`src/fpa_pkg.sv`:
```
// Shared types and constants of the fixed pool free-list allocator.
// Depends on nothing; every other file of the block but fpa_ram imports it.
`default_nettype none
package fpa_pkg;

    localparam int POOL_DEPTH  = 256;
    localparam int OFFSET_BITS = 20;

    localparam int SIZE_W    = 13;
    localparam int COUNT_W   = 9;
    localparam int CFG_W     = 13;
    localparam int CFG_IDX_W = 1;

    // slot number, and slot number plus one (list links, head, fresh mark)
    localparam int SLOT_W = $clog2(POOL_DEPTH);
    localparam int CNT_W  = $clog2(POOL_DEPTH + 1);

    localparam logic [SIZE_W-1:0]  SIZE_RESET  = SIZE_W'(16);
    localparam logic [COUNT_W-1:0] COUNT_RESET = COUNT_W'(256);

    typedef enum logic [CFG_IDX_W-1:0] {
        REG_ELEMENT_SIZE  = 1'b0,
        REG_ELEMENT_COUNT = 1'b1
    } t_cfg_reg;

    typedef enum logic [1:0] {
        FN_ALLOC    = 2'd0,
        FN_FREE     = 2'd1,
        FN_FREE_ALL = 2'd2,
        FN_CHECK    = 2'd3
    } t_func;

    typedef enum logic [1:0] {
        ST_OK      = 2'd0,
        ST_EMPTY   = 2'd1,
        ST_INVALID = 2'd2
    } t_status;

    typedef struct packed {
        t_func                  func;
        logic [OFFSET_BITS-1:0] offset;
    } t_in_item;

    typedef struct packed {
        logic [OFFSET_BITS-1:0] slot_offset;
        t_status                status;
    } t_out_item;

    // divider result beat
    typedef struct packed {
        logic                   done;
        logic [OFFSET_BITS-1:0] quo;
        logic                   rem_zero;
    } t_div_res;

endpackage
`default_nettype wire

```
`src/fpa_ram.sv`:
```
// Generic single-write, single-read RAM with registered read data.
// Depends on nothing.
`default_nettype none
module fpa_ram #(
    parameter int WIDTH = 8,
    parameter int DEPTH = 16
) (
    input  wire logic                     i_clk,
    input  wire logic                     i_we,
    input  wire logic [$clog2(DEPTH)-1:0] i_waddr,
    input  wire logic [WIDTH-1:0]         i_wdata,
    input  wire logic                     i_re,
    input  wire logic [$clog2(DEPTH)-1:0] i_raddr,
    output logic      [WIDTH-1:0]         o_rdata
);
    logic [WIDTH-1:0] r_mem [DEPTH];

    always_ff @(posedge i_clk) begin
        if (i_we) begin
            r_mem[i_waddr] <= i_wdata;
        end
        if (i_re) begin
            o_rdata <= r_mem[i_raddr];
        end
    end
endmodule
`default_nettype wire

```
`src/fpa_div.sv`:
```
// Bit-serial restoring divider: offset by slot size, one quotient bit a cycle.
// Depends on fpa_pkg.
`default_nettype none
module fpa_div (
    input  wire logic                           i_clk,
    input  wire logic                           i_rst_n,
    input  wire logic                           i_start,
    input  wire logic [fpa_pkg::OFFSET_BITS-1:0] i_dividend,
    input  wire logic [fpa_pkg::SIZE_W-1:0]      i_divisor,
    output fpa_pkg::t_div_res                    o_res
);
    import fpa_pkg::*;

    localparam int CW = $clog2(OFFSET_BITS + 1);

    logic [CW-1:0]          r_cnt;
    logic                   r_busy;
    logic                   r_done;
    logic [OFFSET_BITS-1:0] r_quo;
    logic [SIZE_W-1:0]      r_rem;
    logic [SIZE_W-1:0]      r_dvs;
    logic [SIZE_W:0]        w_trial;
    logic                   w_fit;

    // shift the next dividend bit into the partial remainder
    assign w_trial = {r_rem, r_quo[OFFSET_BITS-1]};
    assign w_fit   = (w_trial >= {1'b0, r_dvs});

    always_ff @(posedge i_clk) begin
        if (!i_rst_n) begin
            r_busy <= 1'b0;
            r_done <= 1'b0;
            r_cnt  <= '0;
        end else begin
            if (i_start) begin
                r_busy <= 1'b1;
                r_done <= 1'b0;
                r_cnt  <= CW'(OFFSET_BITS);
                r_quo  <= i_dividend;
                r_rem  <= '0;
                r_dvs  <= i_divisor;
            end else if (r_busy) begin
                r_quo  <= {r_quo[OFFSET_BITS-2:0], w_fit};
                r_rem  <= w_fit ? SIZE_W'(w_trial - {1'b0, r_dvs}) : w_trial[SIZE_W-1:0];
                r_cnt  <= r_cnt - CW'(1);
                r_done <= (r_cnt == CW'(1));
                if (r_cnt == CW'(1)) begin
                    r_busy <= 1'b0;
                end
            end else begin
                r_done <= 1'b0;
            end
        end
    end

    assign o_res.done     = r_done;
    assign o_res.quo      = r_quo;
    assign o_res.rem_zero = (r_rem == '0);
endmodule
`default_nettype wire

```
`src/fpa_mul.sv`:
```
// Shift-add multiplier: slot number times slot size, one multiplier bit a cycle.
// Depends on fpa_pkg.
`default_nettype none
module fpa_mul (
    input  wire logic                            i_clk,
    input  wire logic                            i_rst_n,
    input  wire logic                            i_start,
    input  wire logic [fpa_pkg::SLOT_W-1:0]      i_slot,
    input  wire logic [fpa_pkg::SIZE_W-1:0]      i_size,
    output logic                                 o_done,
    output logic      [fpa_pkg::OFFSET_BITS-1:0] o_prod
);
    import fpa_pkg::*;

    localparam int CW = $clog2(SLOT_W + 1);

    logic [CW-1:0]          r_cnt;
    logic                   r_busy;
    logic [SLOT_W-1:0]      r_mpl;
    logic [OFFSET_BITS-1:0] r_mc;
    logic [OFFSET_BITS-1:0] r_acc;

    // product is kept modulo the offset width, as the slot offset wraps
    always_ff @(posedge i_clk) begin
        if (!i_rst_n) begin
            r_busy <= 1'b0;
            o_done <= 1'b0;
            r_cnt  <= '0;
        end else begin
            if (i_start) begin
                r_busy <= 1'b1;
                o_done <= 1'b0;
                r_cnt  <= CW'(SLOT_W);
                r_mpl  <= i_slot;
                r_mc   <= OFFSET_BITS'(i_size);
                r_acc  <= '0;
            end else if (r_busy) begin
                if (r_mpl[0]) begin
                    r_acc <= r_acc + r_mc;
                end
                r_mc   <= r_mc << 1;
                r_mpl  <= r_mpl >> 1;
                r_cnt  <= r_cnt - CW'(1);
                o_done <= (r_cnt == CW'(1));
                if (r_cnt == CW'(1)) begin
                    r_busy <= 1'b0;
                end
            end else begin
                o_done <= 1'b0;
            end
        end
    end

    assign o_prod = r_acc;
endmodule
`default_nettype wire

```
`src/fixed_pool_free_list_allocator.sv`:
```
// Top level of the fixed pool free-list allocator: control, registers, link RAM.
// Depends on fpa_pkg, fpa_ram, fpa_div and fpa_mul.
//
// Hands out equal slots of a pool, named by byte offset (slot * element_size).
// Free slots form a LIFO list kept in a link RAM; slots not yet handed out
// since the last rebuild come from an ascending fresh range, so free all and
// any configuration write rebuild the list at once. One request is in work at
// a time. Alloc forms the offset with a bit-serial shift-add multiply; free
// and check divide the offset by the slot size with a bit-serial restoring
// divide; free all and an empty alloc go straight to the result. The next
// request is taken while a result still waits in the output register. Free
// of an offset outside the pool or off a slot boundary returns status
// invalid and changes nothing; double frees are not detected.
`default_nettype none
module fixed_pool_free_list_allocator (
    input  wire logic                          i_clk,
    input  wire logic                          i_rst_n,
    input  wire logic                          i_cfg_we,
    input  wire logic [fpa_pkg::CFG_IDX_W-1:0] i_cfg_idx,
    input  wire logic [fpa_pkg::CFG_W-1:0]     i_cfg_data,
    input  wire logic                          i_in_valid,
    output logic                               o_in_stall,
    input  wire fpa_pkg::t_in_item             i_in_data,
    output logic                               o_out_valid,
    input  wire logic                          i_out_stall,
    output fpa_pkg::t_out_item                 o_out_data
);
    import fpa_pkg::*;

    localparam int EC_W = (CNT_W > COUNT_W) ? CNT_W : COUNT_W;
    localparam int QC_W = OFFSET_BITS + EC_W;

    typedef enum logic [1:0] {
        S_IDLE,
        S_MUL,
        S_DIV,
        S_DONE
    } t_state;

    t_state                 r_state;
    logic [SIZE_W-1:0]      r_size;
    logic [COUNT_W-1:0]     r_count;
    logic [CNT_W-1:0]       r_head;
    logic [CNT_W-1:0]       r_fresh;
    t_func                  r_func;
    logic                   r_from_list;
    logic [OFFSET_BITS-1:0] r_res_off;
    t_status                r_res_st;

    logic                   w_accept;
    logic [SIZE_W-1:0]      w_eff_size;
    logic [EC_W-1:0]        w_eff_cnt;
    logic                   w_pop;
    logic                   w_take_fresh;
    logic                   w_mul_start;
    logic                   w_div_start;
    logic                   w_mul_done;
    logic [OFFSET_BITS-1:0] w_prod;
    t_div_res               w_div;
    logic                   w_slot_ok;
    logic                   w_push;
    logic [CNT_W-1:0]       w_link;
    logic                   w_out_free;

    assign w_accept   = i_in_valid && !o_in_stall;
    assign o_in_stall = (r_state != S_IDLE);
    assign w_out_free = !o_out_valid || !i_out_stall;

    assign w_eff_size = (r_size == '0) ? SIZE_W'(1) : r_size;
    assign w_eff_cnt  = (EC_W'(r_count) > EC_W'(POOL_DEPTH)) ? EC_W'(POOL_DEPTH)
                                                            : EC_W'(r_count);

    assign w_pop        = w_accept && (i_in_data.func == FN_ALLOC) && (r_head != '0);
    assign w_take_fresh = w_accept && (i_in_data.func == FN_ALLOC) && (r_head == '0)
                          && (EC_W'(r_fresh) < w_eff_cnt);
    assign w_mul_start  = w_pop || w_take_fresh;
    assign w_div_start  = w_accept &&
                          ((i_in_data.func == FN_FREE) || (i_in_data.func == FN_CHECK));

    // quotient below the slot count is the same as offset below size * count
    assign w_slot_ok = w_div.rem_zero && (QC_W'(w_div.quo) < QC_W'(w_eff_cnt));
    assign w_push    = (r_state == S_DIV) && w_div.done && w_slot_ok && (r_func == FN_FREE);

    fpa_ram #(
        .WIDTH (CNT_W),
        .DEPTH (POOL_DEPTH)
    ) u_link (
        .i_clk   (i_clk),
        .i_we    (w_push),
        .i_waddr (w_div.quo[SLOT_W-1:0]),
        .i_wdata (r_head),
        .i_re    (w_pop),
        .i_raddr (SLOT_W'(r_head - CNT_W'(1))),
        .o_rdata (w_link)
    );

    fpa_mul u_mul (
        .i_clk   (i_clk),
        .i_rst_n (i_rst_n),
        .i_start (w_mul_start),
        .i_slot  (w_pop ? SLOT_W'(r_head - CNT_W'(1)) : SLOT_W'(r_fresh)),
        .i_size  (w_eff_size),
        .o_done  (w_mul_done),
        .o_prod  (w_prod)
    );

    fpa_div u_div (
        .i_clk      (i_clk),
        .i_rst_n    (i_rst_n),
        .i_start    (w_div_start),
        .i_dividend (i_in_data.offset),
        .i_divisor  (w_eff_size),
        .o_res      (w_div)
    );

    always_ff @(posedge i_clk) begin
        if (!i_rst_n) begin
            r_state     <= S_IDLE;
            r_size      <= SIZE_RESET;
            r_count     <= COUNT_RESET;
            r_head      <= '0;
            r_fresh     <= '0;
            r_from_list <= 1'b0;
            o_out_valid <= 1'b0;
        end else begin
            // a waiting result reloads the output register in the same cycle
            if (o_out_valid && !i_out_stall && (r_state != S_DONE)) begin
                o_out_valid <= 1'b0;
            end

            // any listed register write rebuilds the list
            if (i_cfg_we) begin
                unique case (t_cfg_reg'(i_cfg_idx))
                    REG_ELEMENT_SIZE: begin
                        r_size <= i_cfg_data[SIZE_W-1:0];
                    end
                    REG_ELEMENT_COUNT: begin
                        r_count <= i_cfg_data[COUNT_W-1:0];
                    end
                endcase
                r_head  <= '0;
                r_fresh <= '0;
            end

            unique case (r_state)
                S_IDLE: begin
                    if (w_accept) begin
                        r_func      <= i_in_data.func;
                        r_res_off   <= '0;
                        r_res_st    <= ((i_in_data.func == FN_ALLOC) && !w_mul_start)
                                       ? ST_EMPTY : ST_OK;
                        r_from_list <= w_pop;
                        unique case (i_in_data.func)
                            FN_ALLOC: begin
                                if (w_mul_start) begin
                                    if (w_take_fresh) begin
                                        r_fresh <= r_fresh + CNT_W'(1);
                                    end
                                    r_state <= S_MUL;
                                end else begin
                                    r_state <= S_DONE;
                                end
                            end
                            FN_FREE, FN_CHECK: begin
                                r_state <= S_DIV;
                            end
                            FN_FREE_ALL: begin
                                r_head  <= '0;
                                r_fresh <= '0;
                                r_state <= S_DONE;
                            end
                        endcase
                    end
                end
                S_MUL: begin
                    if (w_mul_done) begin
                        r_res_off <= w_prod;
                        if (r_from_list) begin
                            r_head <= w_link;
                        end
                        r_state <= S_DONE;
                    end
                end
                S_DIV: begin
                    if (w_div.done) begin
                        if (!w_slot_ok) begin
                            r_res_st <= ST_INVALID;
                        end else if (r_func == FN_FREE) begin
                            r_head <= CNT_W'(w_div.quo[SLOT_W-1:0]) + CNT_W'(1);
                        end
                        r_state <= S_DONE;
                    end
                end
                S_DONE: begin
                    // hold the result until the output register frees up
                    if (w_out_free) begin
                        o_out_data.slot_offset <= r_res_off;
                        o_out_data.status      <= r_res_st;
                        o_out_valid            <= 1'b1;
                        r_state                <= S_IDLE;
                    end
                end
            endcase
        end
    end
endmodule
`default_nettype wire

```
`config.mk`:
```
export PLATFORM = sky130hd
export DESIGN_NAME = fixed_pool_free_list_allocator
export DESIGN_NICKNAME = d
export VERILOG_FILES = /design/src/fpa_pkg.sv /design/src/fpa_ram.sv /design/src/fpa_div.sv /design/src/fpa_mul.sv /design/src/fixed_pool_free_list_allocator.sv
export SDC_FILE = /design/constraint.sdc
export NUM_CORES = 2
export LEC_CHECK = 0
export BUFFER_PORTS_ARGS = -buffer_cell sky130_fd_sc_hd__buf_4
export CAP_MARGIN = 20
export CORE_ASPECT_RATIO = 0.75
export CORE_MARGIN = 1
export CORE_UTILIZATION = 45
export DETAILED_ROUTE_END_ITERATION = 12
export REMOVE_ABC_BUFFERS = 1
export SLEW_MARGIN = 10
export SYNTH_ARGS = -nofsm -noshare
export SYNTH_HDL_FRONTEND = slang
export SYNTH_SLANG_ARGS = --single-unit
```
`constraint.sdc`:
```
create_clock -name i_clk -period 19.5 [get_ports i_clk]
set_clock_uncertainty 0.1 [all_clocks]
set_input_delay 1.95 -clock i_clk [delete_from_list [all_inputs] [get_ports i_clk]]
set_output_delay 1.95 -clock i_clk [all_outputs]
set_load 0.005 [all_outputs]
```
Word-level counts from Yosys, hierarchy flattened
Memory sizes are Yosys's and may differ from the RTL's. A register that Yosys moved wholly into a read port is not among the register bits.
Cells that the tools add are included.
{ "op_classes": {"reduce_logical": 49, "eq_ne": 15, "muxes": 58, "n_bitwise": 4, "n_lt_le_gt_ge": 4, "n_addsub": 7} }
{ "op_table": {"columns": ["cell", "count"], "rows": [
  ["20-bit two-way mux", 7],
  ["9-bit two-way mux", 14],
  ["13-bit two-way mux", 4],
  ["20-bit case mux with 2 select lines", 1],
  ["9-bit case mux with 3 select lines", 1],
  ["13-bit zero test", 2],
  ["8-bit two-way mux", 3],
  ["20-bit adder", 1],
  ["20-bit by 9-bit less-than comparator with 1-bit output", 1],
  ["9-bit case mux with 2 select lines", 1],
  ["2-bit two-way mux", 8],
  ["14-bit by 13-bit >= comparator with 1-bit output", 1],
  ["1-bit logical AND", 13],
  ["13-bit subtractor", 1],
  ["1-bit two-way mux", 12],
  ["2-bit AND reduction", 6],
  ["2-bit nonzero test", 6],
  ["5-bit two-way mux", 2],
  ["8-bit by 1-bit adder with 9-bit output (second input constant)", 1],
  ["9-bit by 1-bit adder with 9-bit output (second input constant)", 1],
  ["9-bit > comparator (second input constant)", 1],
  ["9-bit zero test", 1],
  ["9-bit less-than comparator", 1],
  ["3-bit AND reduction", 3],
  ["22 further kinds", 45]
]} }
{ "totals": {"ff_bits": 197, "ramBits": 2304, "output_inout_bits": 24, "n_memories": 1} }
{ "mem_list": {"columns": ["memory", "depth", "word_bits", "rd", "rd_ports_with_merged_regs", "wr", "line", "text"], "rows": [
  ["u_link.r_mem", 256, 9, 1, 1, 1, "fpa_ram.sv:16", "logic [WIDTH-1:0] r_mem [DEPTH];"]
]} }

Depth between registers and ports, before layout
{ "logic_depth": {"word_depth": 12, "ltp_mapped": 14} }

Modules after synthesis
Synthesis repeated with hierarchy kept, for this count alone.
{ "unflattened": {"hier_cells": 5240, "area_unflattened_um2": 100113.5} }
{ "by_module_without_submodules": {"columns": ["module", "area_each_um2", "seq_area_each_um2", "cells_each", "instances"], "rows": [
  ["fpa_ram", 89368.2, 69456.6, 4237, 1],
  ["fixed_pool_free_list_allocator", 4853.4, 2262.2, 519, 1],
  ["fpa_mul", 3040.4, 1561.5, 249, 1],
  ["fpa_div", 2851.5, 1521.5, 235, 1]
]} }

Least setup slack after synthesis
Ideal clock, no wire load.
{ "synth_path": {"path_kind": "reg-to-reg", "startpoint": "register r_head[1]", "endpoint": "register u_mul.r_acc[0], in the netlist u_mul.o_prod[0] (enable)", "period_less_slack_ns": 7.703, "path_stages_with_launch": 11, "setup_slack_ns": 11.797, "required_time_ns": 18.972, "t_arrival_ns": 7.175, "path_cell_list": "dfxtp_1 > inv_1 > ha_1 > nand2b_1 > nor4_2 > or2_2 > buf_2 > inv_1 > nor2_1 > buf_2 > a21boi_0"} }
{ "synth_between": {"elab_cells_between_ends": 9} }
{ "synth_rtl": {"columns": ["element", "line", "text"], "rows": [
  ["start: declaration", "fixed_pool_free_list_allocator.sv:43", "logic [CNT_W-1:0] r_head;"],
  ["start signal: assignment", "fixed_pool_free_list_allocator.sv:179", "r_head <= w_link;"],
  ["start signal: assignment", "fixed_pool_free_list_allocator.sv:189", "r_head <= CNT_W'(w_div.quo[SLOT_W-1:0]) + CNT_W'(1);"],
  ["9-bit nonzero test *", "fixed_pool_free_list_allocator.sv:73", "assign w_pop = w_accept && (i_in_data.func == FN_ALLOC) && (r_head != '0);"],
  ["1-bit logical AND *", "fixed_pool_free_list_allocator.sv:73", null],
  ["net u_link.i_re", "fpa_ram.sv:12", "input wire logic i_re,"],
  ["1-bit logical OR *", "fixed_pool_free_list_allocator.sv:76", "assign w_mul_start = w_pop || w_take_fresh;"],
  ["2-bit nonzero test (no source line)", null, null],
  ["3-bit AND reduction (no source line) *", null, null],
  ["end signal: assignment", "fpa_mul.sv:39", "r_acc <= r_acc + r_mc;"],
  ["end: declaration", "fpa_mul.sv:21", "logic [OFFSET_BITS-1:0] r_acc;"]
]} }
Mark *: on every way through the listed nets, which the timed path passes. The rest lies on a longest branch.
A chain may end at the register's enable or synchronous reset.

Worst setup path in the final report
{ "layout_path": {"startpoint": "register r_head[0]", "endpoint": "register u_link.o_rdata[3] (read register of u_link.r_mem), data pin"} }
{ "layout_between": {"elab_chain_cells": 2, "elab_cells_between_ends": 3} }
{ "layout_lines": {"columns": ["element", "line", "text"], "rows": [
  ["parallel branches: the longest is 2 deep, another holds 8-bit by 1-bit subtractor with 8-bit output", null, null],
  ["end: declaration", "fpa_ram.sv:14", "output logic [WIDTH-1:0] o_rdata"]
]} }
Parallel ways; which one is timed is not known.

==> implementation parameters <==
Parameter                              Value

Status
  Run status ... finished clean

Place
  Final GP Congestion ... 0.875
  Buffers added on ports ... 64
  Placement Cell Area ... 0.104 mm²
  HPWL Detailed ... 154,000 µm

Pwr
  Switching Fraction ... 20.7%
  Clock share of power ... 42.1%
  Reported leakage power ... 38.8 nW
  Cell area power density ... 96.7 mW/mm²
  Logic gate share of total power ... 2.8%
  Reg power frac ... 55.1%
  Max rail drop VDD ... 76.8 µV
  Int Pwr ... 8.53 mW
  Net switching component of the power ... 2.23 mW

Routing
  Post-route ant nets ... 0
  Post-route DRC violation count ... 0
  Number of detailed-route iterations in the first pass ... 6
  WL/cell ... 30.8 µm
  Detailed-route via count ... 48,628
  Violation count after the first detailed-route iteration ... 6,243
  Vias/cell ... 6.02
  Final routed wirelength across all metal layers ... 249,000 µm

Timing
  Transition time at the pin with the least slew margin ... 1300 ps
  Setup violation total in the final timing report ... 0
  Unrepaired setup endpoints after global routing ... false
  Rel. slew slack ... 13.2%
  Number of endpoints with negative hold slack in the final report ... 0
  Final worst hold slack ... 318 ps
  Crit path time final ... 6880 ps
  Maximum clock frequency ... 145 MHz
  Fin crit share ... 35.3%
  Count of pins over their slew limit ... 0

Logic synthesis
  Async set-or-reset flop fraction in the synthesized netlist ... 0%
  Post-synthesis sequential area ratio ... 75.3%
  Primary FF master, synth ... edfxtp_1
  Mapped Cells ... 4,756
  Number of register bits inferred by synthesis ... 2,510
  Mapped cell area ... 0.0993 mm²
  Syn. warnings ... 0
  Leading cell types by total area after synthesis ... edfxtp_1, mux4_2, nor2_1, dfxtp_1, nand2_1
  Number of synthesized flops with an enable pin ... 2,453
  Cell taking the most area after synthesis ... edfxtp_1
  Top-area cell type share of the netlist area ... 74.2%
  Count of distinct cell types in the synthesized netlist ... 65
  Mean post-synth cell area ... 20.9 µm²

Final layout
  Most common cell after layout, fill and taps aside ... edfxtp_1
  Most frequent cells in the layout ... edfxtp_1, mux4_2, nor2_1, nand2_1, clkbuf_16
  Synth-to-Final Area Change ... 12.1%
  Register Area ... 0.0748 mm²
  Footprint of the multi-input gates ... 0.0232 mm²
  Final design area excluding fillers ... 0.111 mm²
  Antenna Diode Count ... 0
  Layout fillers ... 17,295
  Nets ... 5,072
  Share of post-route cells with drive strength above 1 ... 25.7%

Clocking
  Root Driver ... clkbuf_16
  Count of clock tree sinks ... 2,510
  Clock slew at reported path FFs ... 70 ps
  PostCTS Resize Cnt ... 0
  CTS tree ... done
  Post-CTS setup buffers ... 0
  CTS H-tree lvls ... 4
  Quantity of hold-fixing buffers added after cts ... 0
  CTS Buf Count ... 236
  Maximum buffer depth of the clock tree ... 4
  Clk Latency, worst-skew pair ... 880 ps

Floorplanning
  I/O pin cnt ... 65
  Starting density of the core ... 45.5%
  Die area ... 0.223 mm²
  Core area ... 0.218 mm²
  Die outline width ... 544 µm
  Site row count ... 148
  Floorplan die height ... 409 µm

Job
  Number of maximum-capacitance violations ... 0

Setup path
  Worst setup EP type ... register
  Maximum net fanout on the critical path ... 61
  Data arrival time of the critical path ... 7400 ps
  Critical path launch point type ... register
  Category of the most critical setup path ... reg -> reg
  Data required time at the worst endpoint ... 20,020 ps

Global routing
  Number of global-route vias before repair ... 47,305
  Global-route wire length before repair ... 355,000 µm
  Initial antenna violation count ... 6
  GRT overflow ... 0
  Largest net degree at the start of global routing ... 143
  Total global-route track usage ... 22.4%

Min path
  Class of the tightest hold or removal check ... reg -> reg
==> sequential cells by signal, indices dropped and copies added (netlist names), 2 cells and up <==
register and count:
u_mul.r_cnt 4, u_mul.r_mc 20, r_fresh 9, u_div.r_cnt 5, o_out_data 22, u_div.r_dvs 13, u_div.r_rem 13, r_head 9
r_func 2, r_state 2, r_size 13, u_mul.o_prod 20, u_mul.r_mpl 8, r_count 9, r_res_st 2, u_link.r_mem 2304
r_res_off 20, u_div.r_quo 20, u_link.o_rdata 9
==> cells by family (layout without fill, tap and decap cells) <==
logic type | Yosys count | in the layout | share of synthesized area, %
DFF | 2510 | 2510 | 75.3
and+or+nand+nor | 801 | 801 | 3.45
muxes | 729 | 729 | 16.4
buffers and inverters | 310 | 712 | 1.45
AOI/OAI and AO/OA | 300 | 300 | 2.18
adders and majority gates | 65 | 65 | 0.834
xor gates and xnor gates | 41 | 41 | 0.362
==> Yosys cell counts, types with 24 or more instances <==
| cell type | count |
|---|---|
| mux4_2 | 720 |
| a22oi_1 | 45 |
| a21o_1 | 33 |
| xnor2_1 | 26 |
| clkbuf_1 | 145 |
| ha_1 | 63 |
| a22o_1 | 25 |
| a21oi_1 | 49 |
| buf_2 | 78 |
| o21ai_0 | 28 |
| a21boi_0 | 28 |
| and2_1 | 39 |
| a221oi_1 | 24 |
| nand2_1 | 299 |
| nor2_1 | 329 |
| dfxtp_1 | 57 |
| inv_1 | 44 |
| nor3_1 | 24 |
| edfxtp_1 | 2453 |
==> stage by stage <==
step                setup WS [ps]  setup TNS (ps)  cells  util, %  total power, mW
floorplan                  -23900        -4380030   4491        -             6.23
global placement            12730               0   7593     47.3             6.34
finish                      12620               0   8083     51.0             10.8
CTS                         12660               0   8051     50.9             10.8
global route                12400               0   8083     51.0             11.1
detailed placement          12690               0   7621     47.5             6.34
==> cell type report <==
type,instances,share of cell area (%)
tap,2925,3.29
clock buffer,279,5.48
clock inverter,151,1.22
sequential,2510,67.2
multi-input combinational,1936,20.8
inverter,45,0.152
timing repair buffer,237,1.83
==> power groups by stage <==
| stage | clock [mW] | combinational (mW) | sequential, mW |
|---|---|---|---|
| after global routing | 4.80 | 0.335 | 5.93 |
| after CTS | 4.61 | 0.299 | 5.93 |
| final | 4.53 | 0.303 | 5.93 |
| after detailed placement | 0 | 0.297 | 6.04 |
| after global placement | 0 | 0.293 | 6.04 |
| after floorplan | 0 | 0.192 | 6.03 |
==> metal layers <==
layer,vias to the layer above,GRT usage (%),share of wire [%]
li1,20070,-,-
met1,26049,34.8,44
met2,2171,31.1,43
met3,338,6.35,10
met4,0,5.20,2.3
met5,-,0,0
==> path summary, 6_finish.rpt <==
check | endpoint | cells past startpoint | slack [ps] | from
worst max-delay path | u_link.o_rdata[3] | 11 | 12620 | r_head[0]
worst min-delay path | o_out_data[10] | 0 | 320 | r_res_off[8]
worst max register to register | u_link.o_rdata[3] | 11 | 12620 | r_head[0]
worst min register to register | o_out_data[10] | 0 | 320 | r_res_off[8]
==> worst max-delay path, stage by stage (launching register included) <==
cell,delay [ps]
dfxtp_4,810
inv_1,240
ha_4,1030
buf_4,770
buf_4,790
buf_4,820
mux4_2,420
mux4_2,580
a22oi_1,220
nand2_1,100
a22oi_1,300
o221ai_1,170
No activity file was read; power rests on OpenSTA's default activity.
